--- src/rtl/lst_pkg.sv ---
// Shared types, constants and the arctangent table for the laser scan to point cloud block.
// Used by lst_cordic and laser_scan_to_point_cloud; depends on nothing else.
package lst_pkg;

  // Default parameter values
  localparam int MAX_BEAMS_DEF    = 4096;
  localparam int CORDIC_STEPS_DEF = 16;
  localparam int FRAC_BITS_DEF    = 16;

  // Field and register widths
  localparam int RANGE_W    = 24;
  localparam int ANGLE_W    = 16;
  localparam int STEP_W     = 15;
  localparam int BPS_W      = 13;
  localparam int CFG_IDX_W  = 3;
  localparam int CFG_DATA_W = 24;
  localparam int PX_W       = 20;
  localparam int PY_W       = 19;
  localparam int BEAM_NUM_W = 12;

  // Register indexes on the configuration port
  localparam logic [CFG_IDX_W-1:0] REG_RANGE_LOW   = 3'd0;
  localparam logic [CFG_IDX_W-1:0] REG_RANGE_HIGH  = 3'd1;
  localparam logic [CFG_IDX_W-1:0] REG_START_ANGLE = 3'd2;
  localparam logic [CFG_IDX_W-1:0] REG_ANGLE_STEP  = 3'd3;
  localparam logic [CFG_IDX_W-1:0] REG_BEAMS       = 3'd4;
  localparam logic [CFG_IDX_W-1:0] REG_ROLL        = 3'd5;
  localparam logic [CFG_IDX_W-1:0] REG_PITCH       = 3'd6;

  // Register reset values
  localparam logic [RANGE_W-1:0] RANGE_LOW_RST   = 24'd0;
  localparam logic [RANGE_W-1:0] RANGE_HIGH_RST  = 24'd1966080;
  localparam logic [ANGLE_W-1:0] START_ANGLE_RST = 16'hA000;
  localparam logic [STEP_W-1:0]  ANGLE_STEP_RST  = 15'd64;
  localparam logic [BPS_W-1:0]   BEAMS_RST       = 13'd1024;

  // CORDIC datapath: Q2.30 values with headroom, 32 bit phase
  localparam int TRIG_W     = 34;
  localparam int ATAN_IDX_W = 5;
  localparam logic signed [TRIG_W-1:0] CORDIC_GAIN = 34'sd652032874;
  localparam logic signed [TRIG_W-1:0] HALF_PI     = 34'sh040000000;
  localparam logic signed [TRIG_W-1:0] PI_PHASE    = 34'sh080000000;

  // Result of one CORDIC run
  typedef struct packed {
    logic                     done;
    logic signed [TRIG_W-1:0] cos_val;
    logic signed [TRIG_W-1:0] sin_val;
  } trig_t;

  // Arctangent of 2^-idx as a 32 bit phase
  function automatic logic signed [TRIG_W-1:0] atan_phase(input logic [ATAN_IDX_W-1:0] idx);
    logic signed [TRIG_W-1:0] ph;
    unique case (idx)
      5'd0:    ph = 34'sh020000000;
      5'd1:    ph = 34'sh012E4051E;
      5'd2:    ph = 34'sh009FB385B;
      5'd3:    ph = 34'sh0051111D4;
      5'd4:    ph = 34'sh0028B0D43;
      5'd5:    ph = 34'sh00145D7E1;
      5'd6:    ph = 34'sh000A2F61E;
      5'd7:    ph = 34'sh000517C55;
      5'd8:    ph = 34'sh00028BE53;
      5'd9:    ph = 34'sh000145F2F;
      5'd10:   ph = 34'sh0000A2F98;
      5'd11:   ph = 34'sh0000517CC;
      5'd12:   ph = 34'sh000028BE6;
      5'd13:   ph = 34'sh0000145F3;
      5'd14:   ph = 34'sh00000A2FA;
      5'd15:   ph = 34'sh00000517D;
      5'd16:   ph = 34'sh0000028BE;
      5'd17:   ph = 34'sh00000145F;
      5'd18:   ph = 34'sh000000A30;
      5'd19:   ph = 34'sh000000518;
      5'd20:   ph = 34'sh00000028C;
      5'd21:   ph = 34'sh000000146;
      5'd22:   ph = 34'sh0000000A3;
      5'd23:   ph = 34'sh000000051;
      default: ph = '0;
    endcase
    return ph;
  endfunction

endpackage

--- src/rtl/lst_cordic.sv ---
// Iterative CORDIC in rotation mode: cosine and sine of a 16 bit angle, one step per cycle.
// Depends on lst_pkg for widths, gain, arctangent table and the trig_t result type.
module lst_cordic #(
  parameter int STEPS = lst_pkg::CORDIC_STEPS_DEF
) (
  input  logic                         clk,
  input  logic                         rst,
  input  logic                         start,
  input  logic [lst_pkg::ANGLE_W-1:0]  angle,
  output lst_pkg::trig_t               res
);

  localparam int TW  = lst_pkg::TRIG_W;
  localparam int AW  = lst_pkg::ATAN_IDX_W;
  localparam int CW  = (STEPS > 1) ? $clog2(STEPS) : 1;
  localparam logic [CW-1:0] LAST = CW'(STEPS - 1);

  logic                 busy;
  logic                 done;
  logic                 flip;
  logic [CW-1:0]        step;
  logic signed [TW-1:0] x, y, z;
  logic signed [TW-1:0] x_next, y_next, z_next;
  logic signed [TW-1:0] x_sh, y_sh, ang;
  logic signed [TW-1:0] z_init;

  // Scale the start angle to a signed 32 bit phase; it is folded into the right half plane on load
  assign z_init = TW'($signed({angle, 16'h0000}));

  // One rotation step
  always_comb begin
    x_sh = x >>> step;
    y_sh = y >>> step;
    ang  = lst_pkg::atan_phase(AW'(step));
    if (z >= 0) begin
      x_next = x - y_sh;
      y_next = y + x_sh;
      z_next = z - ang;
    end else begin
      x_next = x + y_sh;
      y_next = y - x_sh;
      z_next = z + ang;
    end
  end

  // Control: start, count steps, pulse done
  always_ff @(posedge clk) begin
    if (rst) begin
      busy <= 1'b0;
      done <= 1'b0;
      step <= '0;
    end else begin
      done <= 1'b0;
      if (start) begin
        busy <= 1'b1;
        step <= '0;
      end else if (busy) begin
        step <= step + 1'b1;
        if (step == LAST) begin
          busy <= 1'b0;
          done <= 1'b1;
        end
      end
    end
  end

  // Datapath: load on start, rotate while busy
  always_ff @(posedge clk) begin
    if (start) begin
      x <= lst_pkg::CORDIC_GAIN;
      y <= '0;
      if (z_init > lst_pkg::HALF_PI) begin
        z    <= z_init - lst_pkg::PI_PHASE;
        flip <= 1'b1;
      end else if (z_init < -lst_pkg::HALF_PI) begin
        z    <= z_init + lst_pkg::PI_PHASE;
        flip <= 1'b1;
      end else begin
        z    <= z_init;
        flip <= 1'b0;
      end
    end else if (busy) begin
      x <= x_next;
      y <= y_next;
      z <= z_next;
    end
  end

  assign res.done    = done;
  assign res.cos_val = flip ? -x : x;
  assign res.sin_val = flip ? -y : y;

endmodule

--- config.mk ---
export PLATFORM = sky130hd
export DESIGN_NAME = lst_cordic
export DESIGN_NICKNAME = d
export VERILOG_FILES = /design/src/rtl/lst_pkg.sv /design/src/rtl/lst_cordic.sv
export SDC_FILE = /design/constraint.sdc
export NUM_CORES = 1
export LEC_CHECK = 0
export BUFFER_PORTS_ARGS = -buffer_cell sky130_fd_sc_hd__buf_2
export CELL_PAD_IN_SITES_DETAIL_PLACEMENT = 1
export CELL_PAD_IN_SITES_GLOBAL_PLACEMENT = 2
export CORE_ASPECT_RATIO = 0.7
export CORE_MARGIN = 1.5
export CORE_UTILIZATION = 28
export CTS_CLUSTER_SIZE = 28
export DETAILED_ROUTE_END_ITERATION = 8
export PLACE_DENSITY = 0.62
export SLEW_MARGIN = 10
export SYNTH_ARGS = -nofsm -noshare
export SYNTH_HDL_FRONTEND = slang
export SYNTH_SLANG_ARGS = --single-unit
--- constraint.sdc ---
create_clock -name clk -period 8.1 [get_ports clk]
set_input_delay 0 -clock clk [delete_from_list [all_inputs] [get_ports clk]]
set_output_delay 0 -clock clk [all_outputs]
set_load 0.02 [all_outputs]
==> results of run 1 <==
[cell type report]
class                      instances  area (um2)
fill                            7395       42400
tap                              819        1020
sequential                       139        3150
clock buffer                      17         425
multi-input combinational       1810       13400
timing repair buffer             129         798
antenna                            1        2.50
inverter                          59         221
clock inverter                    15         226
[timing repair]
item	CTS	global route
resized for setup	0	0
hold buffers	18	0
endpoints found under the hold margin	23	0
[synthesized netlist by cell type, drive strengths merged (5+ instances only)]
cell type  count  area [um2]
mux2          30         338
nand4         13        81.3
or2           16         100
xor2          96         841
o21a          32         240
a21o          47         353
buf           57         374
mux2i         81         811
inv           56         210
and2          14        87.6
edfxtp        35        1050
nand3         41         210
a2111oi        7        61.3
nor4           9        56.3
a211oi        22         170
o211ai        12        90.1
nor3b          6        45.0
o41ai         13         121
nor2b         23         144
a31oi         18         113
nor3          33         165
dfxtp        104        2080
a21boi         7        52.6
o21bai        11        82.6
or4           17         131
clkbuf        95         358
o22ai         16         106
a211o          7        61.3
a21oi        145         729
o21ai        164         821
and3          25         156
xnor2        141        1230
nand2b        26         163
o31ai         52         390
nand3b         5        37.5
a22o           8        70.1
nand2        236         886
nor2         164         616
mux4          69        1600
or3           25         156
ha           112        1400
[power by group]
part / internal [W] / switching [W] / total, W
combinational: 0.00298 / 0.00416 / 0.00714
clock: 0.000528 / 0.000401 / 0.000929
sequential: 0.000965 / 0.000578 / 0.00154
[worst register-to-register path, stage by stage (launching register included)]
cell and delay (ns):
sky130_fd_sc_hd__dfxtp_4 0.84, sky130_fd_sc_hd__buf_4 0.51, sky130_fd_sc_hd__mux4_1 0.68, sky130_fd_sc_hd__mux4_2 0.55, sky130_fd_sc_hd__a211oi_2 0.21, sky130_fd_sc_hd__o211a_1 0.29, sky130_fd_sc_hd__nand4_1 0.20, sky130_fd_sc_hd__or2_2 0.35
sky130_fd_sc_hd__o21ai_0 0.23, sky130_fd_sc_hd__xor2_1 0.20, sky130_fd_sc_hd__ha_1 0.30, sky130_fd_sc_hd__a21oi_1 0.34, sky130_fd_sc_hd__and3_1 0.22, sky130_fd_sc_hd__o211ai_1 0.09, sky130_fd_sc_hd__nand3_1 0.17, sky130_fd_sc_hd__o211a_1 0.21
sky130_fd_sc_hd__o31ai_1 0.13, sky130_fd_sc_hd__or4_1 0.53, sky130_fd_sc_hd__nand4_1 0.13, sky130_fd_sc_hd__mux2_1 0.32
[logic make-up (layout without fill, tap and decap cells)]
logic type	after synthesis	after routing	share of synthesized area
buf+inv	212	220	0.0551
mux	180	180	0.157
compound gates	609	609	0.224
fa+ha+maj	115	115	0.0836
xor+xnor	237	237	0.119
simple gates	669	669	0.183
flops	139	139	0.179
other cells	0	1	0
[metal layers]
layer  vias to the layer above  wire length, um  GRT usage
met5                         -                0          0
met4                         0              592     0.0386
li1                       7927                -          -
met3                        31             3500     0.0425
met2                       358            25300      0.278
met1                      8308            36000      0.331
[final timing paths]
kind,to,slack (ns),cells after the start,start
setup reg to reg,x[33],1.48,19,step[1]
hold reg to reg,x[0],0.61,2,x[0]
hold / removal,x[27],0.08,5,start
setup / recovery,x[33],1.48,19,step[1]
[per-stage QoR]
stage / worst slack [ns] / hold slack [ns] / instances / util
after CTS: 1.48 / 0.0311 / 2988 / 0.312
after global routing: 0.877 / 0.111 / 2988 / 0.312
final: 1.48 / 0.0840 / 2989 / 0.312
after floorplan: 2.21 / 0.0724 / 2161 / -
after global placement: 1.69 / 0.235 / 2938 / 0.299
after detailed placement: 1.54 / 0.237 / 2938 / 0.299
[registers in the layout (all words and copies together), names as in the netlist]
signal  flops
step        4
done        1
z          34
flip        1
x          34
ang        30
y          34
busy        1
==> results.rst, run 1 <==
.. list-table::
   :header-rows: 1

   * - Metric
     - Value
   * - Effective utilization at floorplan
     - 0.284
   * - Crit path max fanout
     - 53
   * - Initial antenna violation count
     - 3
   * - Die Width
     - 302 um
   * - Fraction of layout cells with a size suffix above 1
     - 0.124
   * - Clock tree buffer depth
     - 2
   * - Most common cell after layout, fill and taps aside
     - sky130_fd_sc_hd__nand2_1
   * - Routed wire length
     - 65.4 mm
   * - Warnings, synthesis
     - 0
   * - Final min period
     - 6.62 ns
   * - Clock tree root driver cell
     - sky130_fd_sc_hd__clkbuf_16
   * - Vias per cell
     - 5.56
   * - Vias in the first global route
     - 16,600
   * - Number of enable flip-flop cells after synthesis
     - 35
   * - Slowest cell on the critical path
     - sky130_fd_sc_hd__dfxtp_4
   * - Vias post-DR
     - 16,600
   * - Relative slew margins
     - 0.292
   * - Path category of the worst min-delay check
     - in -> reg
   * - Mean instance size in the synthesized netlist
     - 8.09 um2
   * - Fin Setup TNS
     - 0 ns
   * - Number of clock sinks
     - 139
   * - Syn_nets
     - 2,295
   * - Final max-slew violation count
     - 0
   * - Capturing element type of the critical path
     - flip-flop
   * - Antenna Nets Post-Route
     - 0
   * - Area enclosed by the die boundary
     - 64,000 um2
   * - DP Area
     - 18,400 um2
   * - CP cell instances
     - buf_4, mux4_1, mux4_2, a211oi_2, o211a_1, nand4_1, or2_2, o21ai_0, xor2_1, ha_1, a21oi_1, and3_1, o211ai_1, nand3_1, o211a_1, o31ai_1, or4_1, nand4_1, mux2_1
   * - Number of levels in the clock H-tree
     - 4
   * - Upper clock frequency limit
     - 151 MHz
   * - Sequential-to-total area share from yosys stat
     - 0.179
   * - I/O Buffers
     - 87
   * - Ratio of final minimum period to clock period
     - 0.818
   * - Largest delay contributor family on the critical path
     - simple AND/OR/NAND/NOR gates
   * - Kind of critical path
     - reg -> reg
   * - Cells after synthesis
     - 2,161
   * - Pwr Total
     - 0.00962 W
   * - Post-route cell area
     - 19,200 um2
   * - Number of distinct library cells after synthesis
     - 93
   * - Count of boundary I/O pins
     - 88
   * - Static leakage
     - 7.77 nW
   * - Post-route DRC violation count
     - 0
   * - Final number of setup-violating endpoints
     - 0
   * - Maximum ir drop on the vdd rail
     - 0.166 mV
   * - Post-Route Skew
     - 0.0212 ns
   * - Startpoint types
     - flip-flop
   * - Clock latency on the worst-skew pair
     - 0.50 ns
   * - Cell Area, Synth
     - 17,500 um2
   * - Die outline height
     - 212 um
   * - Power density of the placed cells
     - 500 nW/um2
   * - Unrepaired setup endpoints after global routing
     - false
   * - Largest net degree at the start of global routing
     - 88
   * - Aggregate global routing overflow
     - 0
   * - Share of synthesized flip-flops with an asynchronous set or reset
     - 0
   * - Most used DFF post-synth
     - sky130_fd_sc_hd__dfxtp_1
   * - Critical path arrival
     - 7.01 ns
   * - Core area
     - 61,600 um2
   * - Detailed placer's ending HPWL
     - 49.7 mm
   * - Global-route wire length before repair
     - 102 mm
   * - First-pass iteration count of the detailed router
     - 5
   * - Final weighted congestion in routability-driven placement
     - 0.877
   * - Crit path buf inv count
     - 1
   * - Synth-to-layout area growth
     - 10.0%
   * - CTS tree
     - yes
   * - Overall global routing resource usage
     - 0.207
   * - Average wire length per cell after detail routing
     - 21.9 um
   * - Number of DRC violations after detailed-routing iteration 0
     - 1,284
   * - Clock-pin transition on the worst setup and hold timing paths
     - 0.07 ns
   * - Endpoint required time on the critical path
     - 8.49 ns
   * - Final Hold Violating Endpoints
     - 0
   * - Standard-cell rows
     - 76
   * - Commonest cells after routing, fill and taps aside
     - 236 x sky130_fd_sc_hd__nand2_1, 164 x sky130_fd_sc_hd__nor2_1, 162 x sky130_fd_sc_hd__o21ai_0
   * - Max-cap check violation count
     - 0
   * - Longest individual stage delay on the worst path
     - 0.84 ns
   * - Total CTS buffers
     - 17
   * - Flop and latch count out of synthesis
     - 139
   * - Count of nets after finishing
     - 2,290
   * - Outcome
     - completed
   * - Setup repair bufs after CTS
     - 0
   * - Worst-margin pin slew
     - 1.06 ns
Power figures use the tool's default switching activity.
==> run 2, diff against run 1 <==
Settings changed: PLACE_DENSITY 0.62 to 0.64.
Clock period 8.1 ns to 5.56 ns, I/O delays scaled along.
==> results.rst, run 2 (synthesized netlist as in run 1, its figures left out) <==
.. list-table::
   :header-rows: 1

   * - Metric
     - Value
   * - Outcome
     - completed (unchanged)
   * - Power density of the placed cells
     - 732 nW/um2 (was 500 nW/um2)
   * - Commonest cells after routing, fill and taps aside
     - 244 x sky130_fd_sc_hd__buf_4, 235 x sky130_fd_sc_hd__nand2_1, 163 x sky130_fd_sc_hd__nor2_1 (was 236 x sky130_fd_sc_hd__nand2_1, 164 x sky130_fd_sc_hd__nor2_1, 162 x sky130_fd_sc_hd__o21ai_0)
   * - Path category of the worst min-delay check
     - in -> reg (unchanged)
   * - Post-Route Skew
     - 0.0197 ns (was 0.0212 ns)
   * - Global-route wire length before repair
     - 108 mm (was 102 mm)
   * - Unrepaired setup endpoints after global routing
     - true (was false)
   * - Final min period
     - 5.40 ns (was 6.62 ns)
   * - Portion of total power attributed to the clock network
     - 0.076 (was 0.097)
   * - Average wire length per cell after detail routing
     - 22.1 um (was 21.9 um)
   * - Number of clock sinks
     - 139 (unchanged)
   * - Vias per cell
     - 5.50 (was 5.56)
   * - Worst-margin pin slew
     - 1.05 ns (was 1.06 ns)
   * - Combinational fraction of design power
     - 0.805 (was 0.743)
   * - Post-route DRC violation count
     - 0 (unchanged)
   * - Final max-slew violation count
     - 0 (unchanged)
   * - Net switching fraction of the power
     - 0.520 (was 0.535)
   * - Ratio of final minimum period to clock period
     - 0.972 (was 0.818)
   * - Total CTS buffers
     - 17 (unchanged)
   * - Upper clock frequency limit
     - 185 MHz (was 151 MHz)
   * - Most common cell after layout, fill and taps aside
     - sky130_fd_sc_hd__buf_4 (was sky130_fd_sc_hd__nand2_1)
   * - Final Hold Violating Endpoints
     - 0 (unchanged)
   * - First-pass iteration count of the detailed router
     - 5 (unchanged)
   * - Standard-cell rows
     - 76 (unchanged)
   * - Die Width
     - 302 um (unchanged)
   * - Overall global routing resource usage
     - 0.222 (was 0.207)
   * - Number of DRC violations after detailed-routing iteration 0
     - 1,291 (was 1,284)
   * - Antenna Nets Post-Route
     - 0 (unchanged)
   * - Static leakage
     - 8.96 nW (was 7.77 nW)
   * - Total length of routed met2 wires
     - 27.5 mm (was 25.3 mm)
   * - Synth-to-layout area growth
     - 22.0% (was 10.0%)
   * - Count of boundary I/O pins
     - 88 (unchanged)
   * - Fraction of layout cells with a size suffix above 1
     - 0.229 (was 0.124)
   * - Longest individual stage delay on the worst path
     - 0.62 ns (was 0.84 ns)
   * - Endpoint required time on the critical path
     - 5.92 ns (was 8.49 ns)
   * - Detailed placer's ending HPWL
     - 55.7 mm (was 49.7 mm)
   * - Startpoint types
     - flip-flop (unchanged)
   * - Met3 wire length
     - 4.71 mm (was 3.50 mm)
   * - Largest net degree at the start of global routing
     - 57 (was 88)
   * - Clock tree root driver cell
     - sky130_fd_sc_hd__clkbuf_16 (unchanged)
   * - Maximum ir drop on the vdd rail
     - 0.287 mV (was 0.166 mV)
   * - Internal power component
     - 0.00750 W (was 0.00447 W)
   * - Routed wire length
     - 71.3 mm (was 65.4 mm)
   * - Metal-1 WL
     - 38.3 mm (was 36.0 mm)
   * - Post-route cell area
     - 21,300 um2 (was 19,200 um2)
   * - Final weighted congestion in routability-driven placement
     - 0.908 (was 0.877)
   * - Die outline height
     - 212 um (unchanged)
   * - Core area
     - 61,600 um2 (unchanged)
   * - CTS tree
     - yes (unchanged)
   * - Vias post-DR
     - 17,700 (was 16,600)
   * - Clock latency on the worst-skew pair
     - 0.49 ns (was 0.50 ns)
   * - Final Util
     - 0.346 (was 0.312)
   * - Critical path arrival
     - 5.77 ns (was 7.01 ns)
   * - Slowest cell on the critical path
     - sky130_fd_sc_hd__or4b_2 (was sky130_fd_sc_hd__dfxtp_4)
   * - Vias in the first global route
     - 17,500 (was 16,600)
   * - Relative slew margins
     - 0.300 (was 0.292)
   * - Share of total power in sequential cells
     - 0.119 (was 0.160)
   * - Number of levels in the clock H-tree
     - 4 (unchanged)
   * - Capturing element type of the critical path
     - flip-flop (unchanged)
   * - Clock tree buffer depth
     - 2 (unchanged)
   * - DP Area
     - 20,100 um2 (was 18,400 um2)
   * - Max-cap check violation count
     - 0 (unchanged)
   * - Count of nets after finishing
     - 2,523 (was 2,290)
   * - Effective utilization at floorplan
     - 0.284 (unchanged)
   * - Area enclosed by the die boundary
     - 64,000 um2 (unchanged)
   * - Initial antenna violation count
     - 1 (was 3)
   * - Kind of critical path
     - reg -> reg (unchanged)
   * - Uppermost metal layer occupied by signal nets
     - met4 (unchanged)
   * - CP cell instances
     - buf_12, mux4_2, mux2i_4, nand4b_1, a211oi_2, and2_4, nand4_1, buf_6, o21ai_4, xor2_2, ha_1, a21o_1, a21oi_2, o21ai_1, or4b_2, o21ba_4, nor4b_4, o211ai_1, a21oi_1, o21ai_1, mux2_1 (was buf_4, mux4_1, mux4_2, a211oi_2, o211a_1, nand4_1, or2_2, o21ai_0, xor2_1, ha_1, a21oi_1, and3_1, o211ai_1, nand3_1, o211a_1, o31ai_1, or4_1, nand4_1, mux2_1)
   * - Crit path max fanout
     - 11 (was 53)
   * - I/O Buffers
     - 87 (unchanged)
   * - Cell type with the highest occurrence count on the critical path
     - sky130_fd_sc_hd__o21ai_1
   * - Final number of setup-violating endpoints
     - 0 (unchanged)
   * - Net Sw Power
     - 0.00813 W (was 0.00514 W)
   * - Aggregate global routing overflow
     - 0 (unchanged)
   * - Largest registers
     - x x34, y x34, z x34 (unchanged)
   * - Fin Setup TNS
     - 0 ns (unchanged)
   * - Clock-pin transition on the worst setup and hold timing paths
     - 0.06 ns (was 0.07 ns)
   * - Pwr Total
     - 0.0156 W (was 0.00962 W)
run 2: per-stage QoR:
| stage | instances | hold slack (ns) | setup slack, ns |
|---|---|---|---|
| 6_report | 3222 | 0.302 | 0.156 |
| 2_1_floorplan | 2161 | 0.0724 | 0.00532 |
| 3_5_place_dp | 3159 | 0.263 | -0.146 |
| 4_1_cts | 3213 | 0.267 | 0.00909 |
| 5_1_grt | 3221 | 0.323 | -0.0796 |
| 3_3_place_gp | 3159 | 0.260 | 0.00486 |
run 2: critical path: cells and delay by family, from the launching register on:
family,cells,cell delay (ns)
buffers and inverters,2,0.35
XOR/XNOR,1,0.20
AO/OA/AOI/OAI,9,1.72
AND/OR/NAND/NOR,5,1.21
adder cells (fa/ha/maj),1,0.27
flip-flops,1,0.40
multiplexers,3,1.12
run 2: timing repair:
action / 4_1_cts / 5_1_grt
endpoints found under the hold margin: 22 / 0
gates resized for setup: 0 / 74
pin swaps: 0 / 20
hold buffers: 18 / 0
setup buffers: 4 / 8
setup endpoints to repair: 9 / 16
run 2: path summary, 6_finish.rpt:
path	start	end	slack, ns	cells past startpoint
worst min-delay path	rst	busy	0.30	3
worst max-delay path	step[1]	y[33]	0.16	21
worst min register to register	y[4]	y[4]	0.65	2
worst max register to register	step[1]	y[33]	0.16	21
run 2: final cells by class:
| cell class | instances | area (um2) |
|---|---|---|
| Multi-Input combinational cell | 1810 | 13700 |
| Antenna cell | 1 | 2.50 |
| Sequential cell | 139 | 3150 |
| Timing Repair Buffer | 362 | 2700 |
| Clock buffer | 21 | 462 |
| Fill cell | 7388 | 40300 |
| Inverter | 59 | 221 |
| Tap cell | 819 | 1020 |
| Clock inverter | 11 | 111 |
run 2: metal layers:
layer,global-route usage,vias to the layer above
li1,-,8395
met2,0.294,436
met5,0,-
met4,0.0474,0
met1,0.352,8862
met3,0.0508,44
run 2: power by group through the flow:
stage	combinational [W]	sequential (W)	clock, W
floorplan	0.00818	0.00160	0
global placement	0.0118	0.00185	0
detailed placement	0.0121	0.00186	0
CTS	0.0122	0.00184	0.00123
global route	0.0137	0.00190	0.00126
finish	0.0126	0.00186	0.00119
==> run 3, diff against run 2 <==
Settings changed: CORE_ASPECT_RATIO 0.7 to unset, GPL_TIMING_DRIVEN set to 0.
==> results.rst, run 3 (synthesized netlist as in run 1, its figures left out) <==
.. list-table::
   :header-rows: 1

   * - Metric
     - Value
   * - Power density of the placed cells
     - 704 nW/um2 (was 732 nW/um2)
   * - Largest registers
     - x x34, y x34, z x34 (unchanged)
   * - Clock latency on the worst-skew pair
     - 0.52 ns (was 0.49 ns)
   * - FF-to-FF path depth
     - 23 (was 21)
   * - Global-route wire length before repair
     - 118 mm (was 108 mm)
   * - Count of nets after finishing
     - 2,522 (was 2,523)
   * - Relative slew margins
     - 0.149 (was 0.300)
   * - R2r setup slk
     - -0.24 ns (was 0.16 ns)
   * - Clock tree buffer depth
     - 2 (unchanged)
   * - Hold path start
     - rst (unchanged)
   * - Kind of critical path
     - reg -> reg (unchanged)
   * - WHS
     - 0.266 ns (was 0.302 ns)
   * - Most common cell after layout, fill and taps aside
     - sky130_fd_sc_hd__nand2_1 (was sky130_fd_sc_hd__buf_4)
   * - Violations in the final reports
     - setup timing
   * - Path category of the worst min-delay check
     - in -> reg (unchanged)
   * - Clock tree root driver cell
     - sky130_fd_sc_hd__clkbuf_16 (unchanged)
   * - Worst hold stages
     - 3 (unchanged)
   * - Outcome
     - finished, violations left (was completed)
   * - Unrepaired setup endpoints after global routing
     - true (unchanged)
   * - Final min period
     - 5.80 ns (was 5.40 ns)
   * - Vias in the first global route
     - 18,200 (was 17,500)
   * - Count of boundary I/O pins
     - 88 (unchanged)
   * - Number of DRC violations after detailed-routing iteration 0
     - 1,075 (was 1,291)
   * - Start of the worst register-to-register path
     - step[1] (unchanged)
   * - Total CTS buffers
     - 17 (unchanged)
   * - Number of levels in the clock H-tree
     - 4 (unchanged)
   * - Core area
     - 61,700 um2 (was 61,600 um2)
   * - Post-Route Skew
     - 0.0201 ns (was 0.0197 ns)
   * - Vias post-DR
     - 17,900 (was 17,700)
   * - I/O Buffers
     - 87 (unchanged)
   * - Final Hold Violating Endpoints
     - 0 (unchanged)
   * - Worst-margin pin slew
     - 1.28 ns (was 1.05 ns)
   * - Post-route DRC violation count
     - 0 (unchanged)
   * - Upper clock frequency limit
     - 172 MHz (was 185 MHz)
   * - Destination of the worst register-to-register timing path
     - y[33] (unchanged)
   * - Effective utilization at floorplan
     - 0.283 (was 0.284)
   * - Maximum ir drop on the vdd rail
     - 0.273 mV (was 0.287 mV)
   * - Crit path max fanout
     - 8 (was 11)
   * - Detailed placer's ending HPWL
     - 61.5 mm (was 55.7 mm)
   * - Clock-pin transition on the worst setup and hold timing paths
     - 0.07 ns (was 0.06 ns)
   * - Final number of setup-violating endpoints
     - 3 (was 0)
   * - Vias per cell
     - 5.54 (was 5.50)
   * - Endpoint of the worst hold path
     - busy (unchanged)
   * - Aggregate global routing overflow
     - 0 (unchanged)
   * - Die outline height
     - 253 um (was 212 um)
   * - Routed wire length
     - 79.9 mm (was 71.3 mm)
   * - Static leakage
     - 8.76 nW (was 8.96 nW)
   * - Antenna Nets Post-Route
     - 0 (unchanged)
   * - Endpoint required time on the critical path
     - 5.96 ns (was 5.92 ns)
   * - Overall global routing resource usage
     - 0.248 (was 0.222)
   * - Commonest cells after routing, fill and taps aside
     - 234 x sky130_fd_sc_hd__nand2_1, 162 x sky130_fd_sc_hd__nor2_1, 136 x sky130_fd_sc_hd__o21ai_0, 136 x sky130_fd_sc_hd__xnor2_1, 125 x sky130_fd_sc_hd__a21oi_1 (was 244 x sky130_fd_sc_hd__buf_4, 235 x sky130_fd_sc_hd__nand2_1, 163 x sky130_fd_sc_hd__nor2_1)
   * - Ratio of final minimum period to clock period
     - 1.04 (was 0.972)
   * - Critical path arrival
     - 6.20 ns (was 5.77 ns)
   * - CTS tree
     - yes (unchanged)
   * - Fin Setup TNS
     - -0.453 ns (was 0 ns)
   * - Number of clock sinks
     - 139 (unchanged)
   * - Initial antenna violation count
     - 2 (was 1)
   * - Capturing element type of the critical path
     - flip-flop (unchanged)
   * - Average wire length per cell after detail routing
     - 24.7 um (was 22.1 um)
   * - Area enclosed by the die boundary
     - 64,000 um2 (about the same)
   * - Fraction of layout cells with a size suffix above 1
     - 0.232 (was 0.229)
   * - First-pass iteration count of the detailed router
     - 7 (was 5)
   * - Synth-to-layout area growth
     - 24.8% (was 22.0%)
   * - Final max-slew violation count
     - 0 (unchanged)
   * - Post-route setup slack
     - -0.239 ns (was 0.156 ns)
   * - Diodes inserted
     - 0 (was 1)
   * - Standard-cell rows
     - 91 (was 76)
   * - Die Width
     - 253 um (was 302 um)
   * - Startpoint types
     - flip-flop (unchanged)
   * - Max-cap check violation count
     - 0 (unchanged)
   * - Largest net degree at the start of global routing
     - 30 (was 57)
   * - Final weighted congestion in routability-driven placement
     - 0.905 (was 0.908)
[run 3: cell count changes in the layout (fill, tap and decap cells not counted), sizes merged]
cell,delta
buf,-92
clkbuf,+86
inv,+6
clkinvlp,-2
bufinv,-1
clkdlybuf4s15,+1
clkdlybuf4s18,+1
diode,-1
[run 3: critical path: stages, from the launching register on]
cell	delay (ns)
sky130_fd_sc_hd__dfxtp_2	0.36
sky130_fd_sc_hd__buf_8	0.14
sky130_fd_sc_hd__buf_12	0.14
sky130_fd_sc_hd__buf_12	0.11
sky130_fd_sc_hd__buf_12	0.13
sky130_fd_sc_hd__buf_4	0.11
sky130_fd_sc_hd__mux4_2	0.56
sky130_fd_sc_hd__mux4_2	0.62
sky130_fd_sc_hd__nor4_2	0.19
sky130_fd_sc_hd__buf_4	0.17
sky130_fd_sc_hd__nand3_4	0.17
sky130_fd_sc_hd__o21ai_4	0.25
sky130_fd_sc_hd__xor2_1	0.19
sky130_fd_sc_hd__ha_1	0.28
sky130_fd_sc_hd__a21o_1	0.18
sky130_fd_sc_hd__a21oi_2	0.18
sky130_fd_sc_hd__o21ai_1	0.10
sky130_fd_sc_hd__or4b_4	0.48
sky130_fd_sc_hd__o21ba_4	0.28
sky130_fd_sc_hd__nor4b_4	0.06
sky130_fd_sc_hd__o211ai_1	0.31
sky130_fd_sc_hd__and3_1	0.23
sky130_fd_sc_hd__o21ai_2	0.07
sky130_fd_sc_hd__mux2_4	0.33
[run 3: power breakdown]
| group | switching [W] | internal, W |
|---|---|---|
| logic | 0.00725 | 0.00515 |
| clock network | 0.000623 | 0.000608 |
| registers | 0.000322 | 0.00141 |
| total | 0.00819 | 0.00717 |
[run 3: worst max path at each step]
stage | depth (start not counted) | slack (ns) | start | end
finish | 23 | -0.24 | step[1] | y[33]
global route | 25 | -0.35 | step[1] | y[33]
CTS | 25 | -0.18 | step[1] | y[33]
detailed placement | 24 | -2.10 | step[0] | y[29]
global placement | 24 | -2.18 | step[0] | y[29]
floorplan | 24 | 0.005 | step[1] | y[29]
[run 3: what timing repair did]
| action | 4_1_cts | 5_1_grt |
|---|---|---|
| endpoints found under the setup margin | 64 | 30 |
| endpoints found under the hold margin | 21 | 0 |
| cloned | 0 | 1 |
| buffers inserted | 62 | 45 |
| hold buffers | 18 | 0 |
| pin swaps | 45 | 71 |
| resized for setup | 189 | 132 |
[run 3: final cells by class]
type	instances	area (um2)
Buffer	147	1040
Clock buffer	18	439
Clock inverter	14	148
Fill cell	7364	39900
Inverter	59	223
Multi-Input combinational cell	1810	14300
Sequential cell	139	3140
Tap cell	837	1050
Timing Repair Buffer	214	1500
[run 3: stage by stage]
stage,setup slack (ns),power (W),utilization,cell area [um2],instances
6_report,-0.239,0.0154,0.354,21800,3238
5_1_grt,-0.352,0.0166,0.354,21800,3238
4_1_cts,-0.180,0.0147,0.339,20900,3195
3_5_place_dp,-2.10,0.0127,0.308,19000,3086
3_3_place_gp,-2.18,0.0126,0.308,19000,3085
2_1_floorplan,0.00532,0.00978,-,17500,2161
[run 3: layer usage]
layer	GRT usage	share of wire	wire, um	vias to the layer above
met3	0.0363	0.038	3020	103
met4	0.0777	0.032	2590	2
met1	0.307	0.43	34700	9050
li1	-	-	-	8413
met5	0	0.00016	13	-
met2	0.441	0.50	39600	361
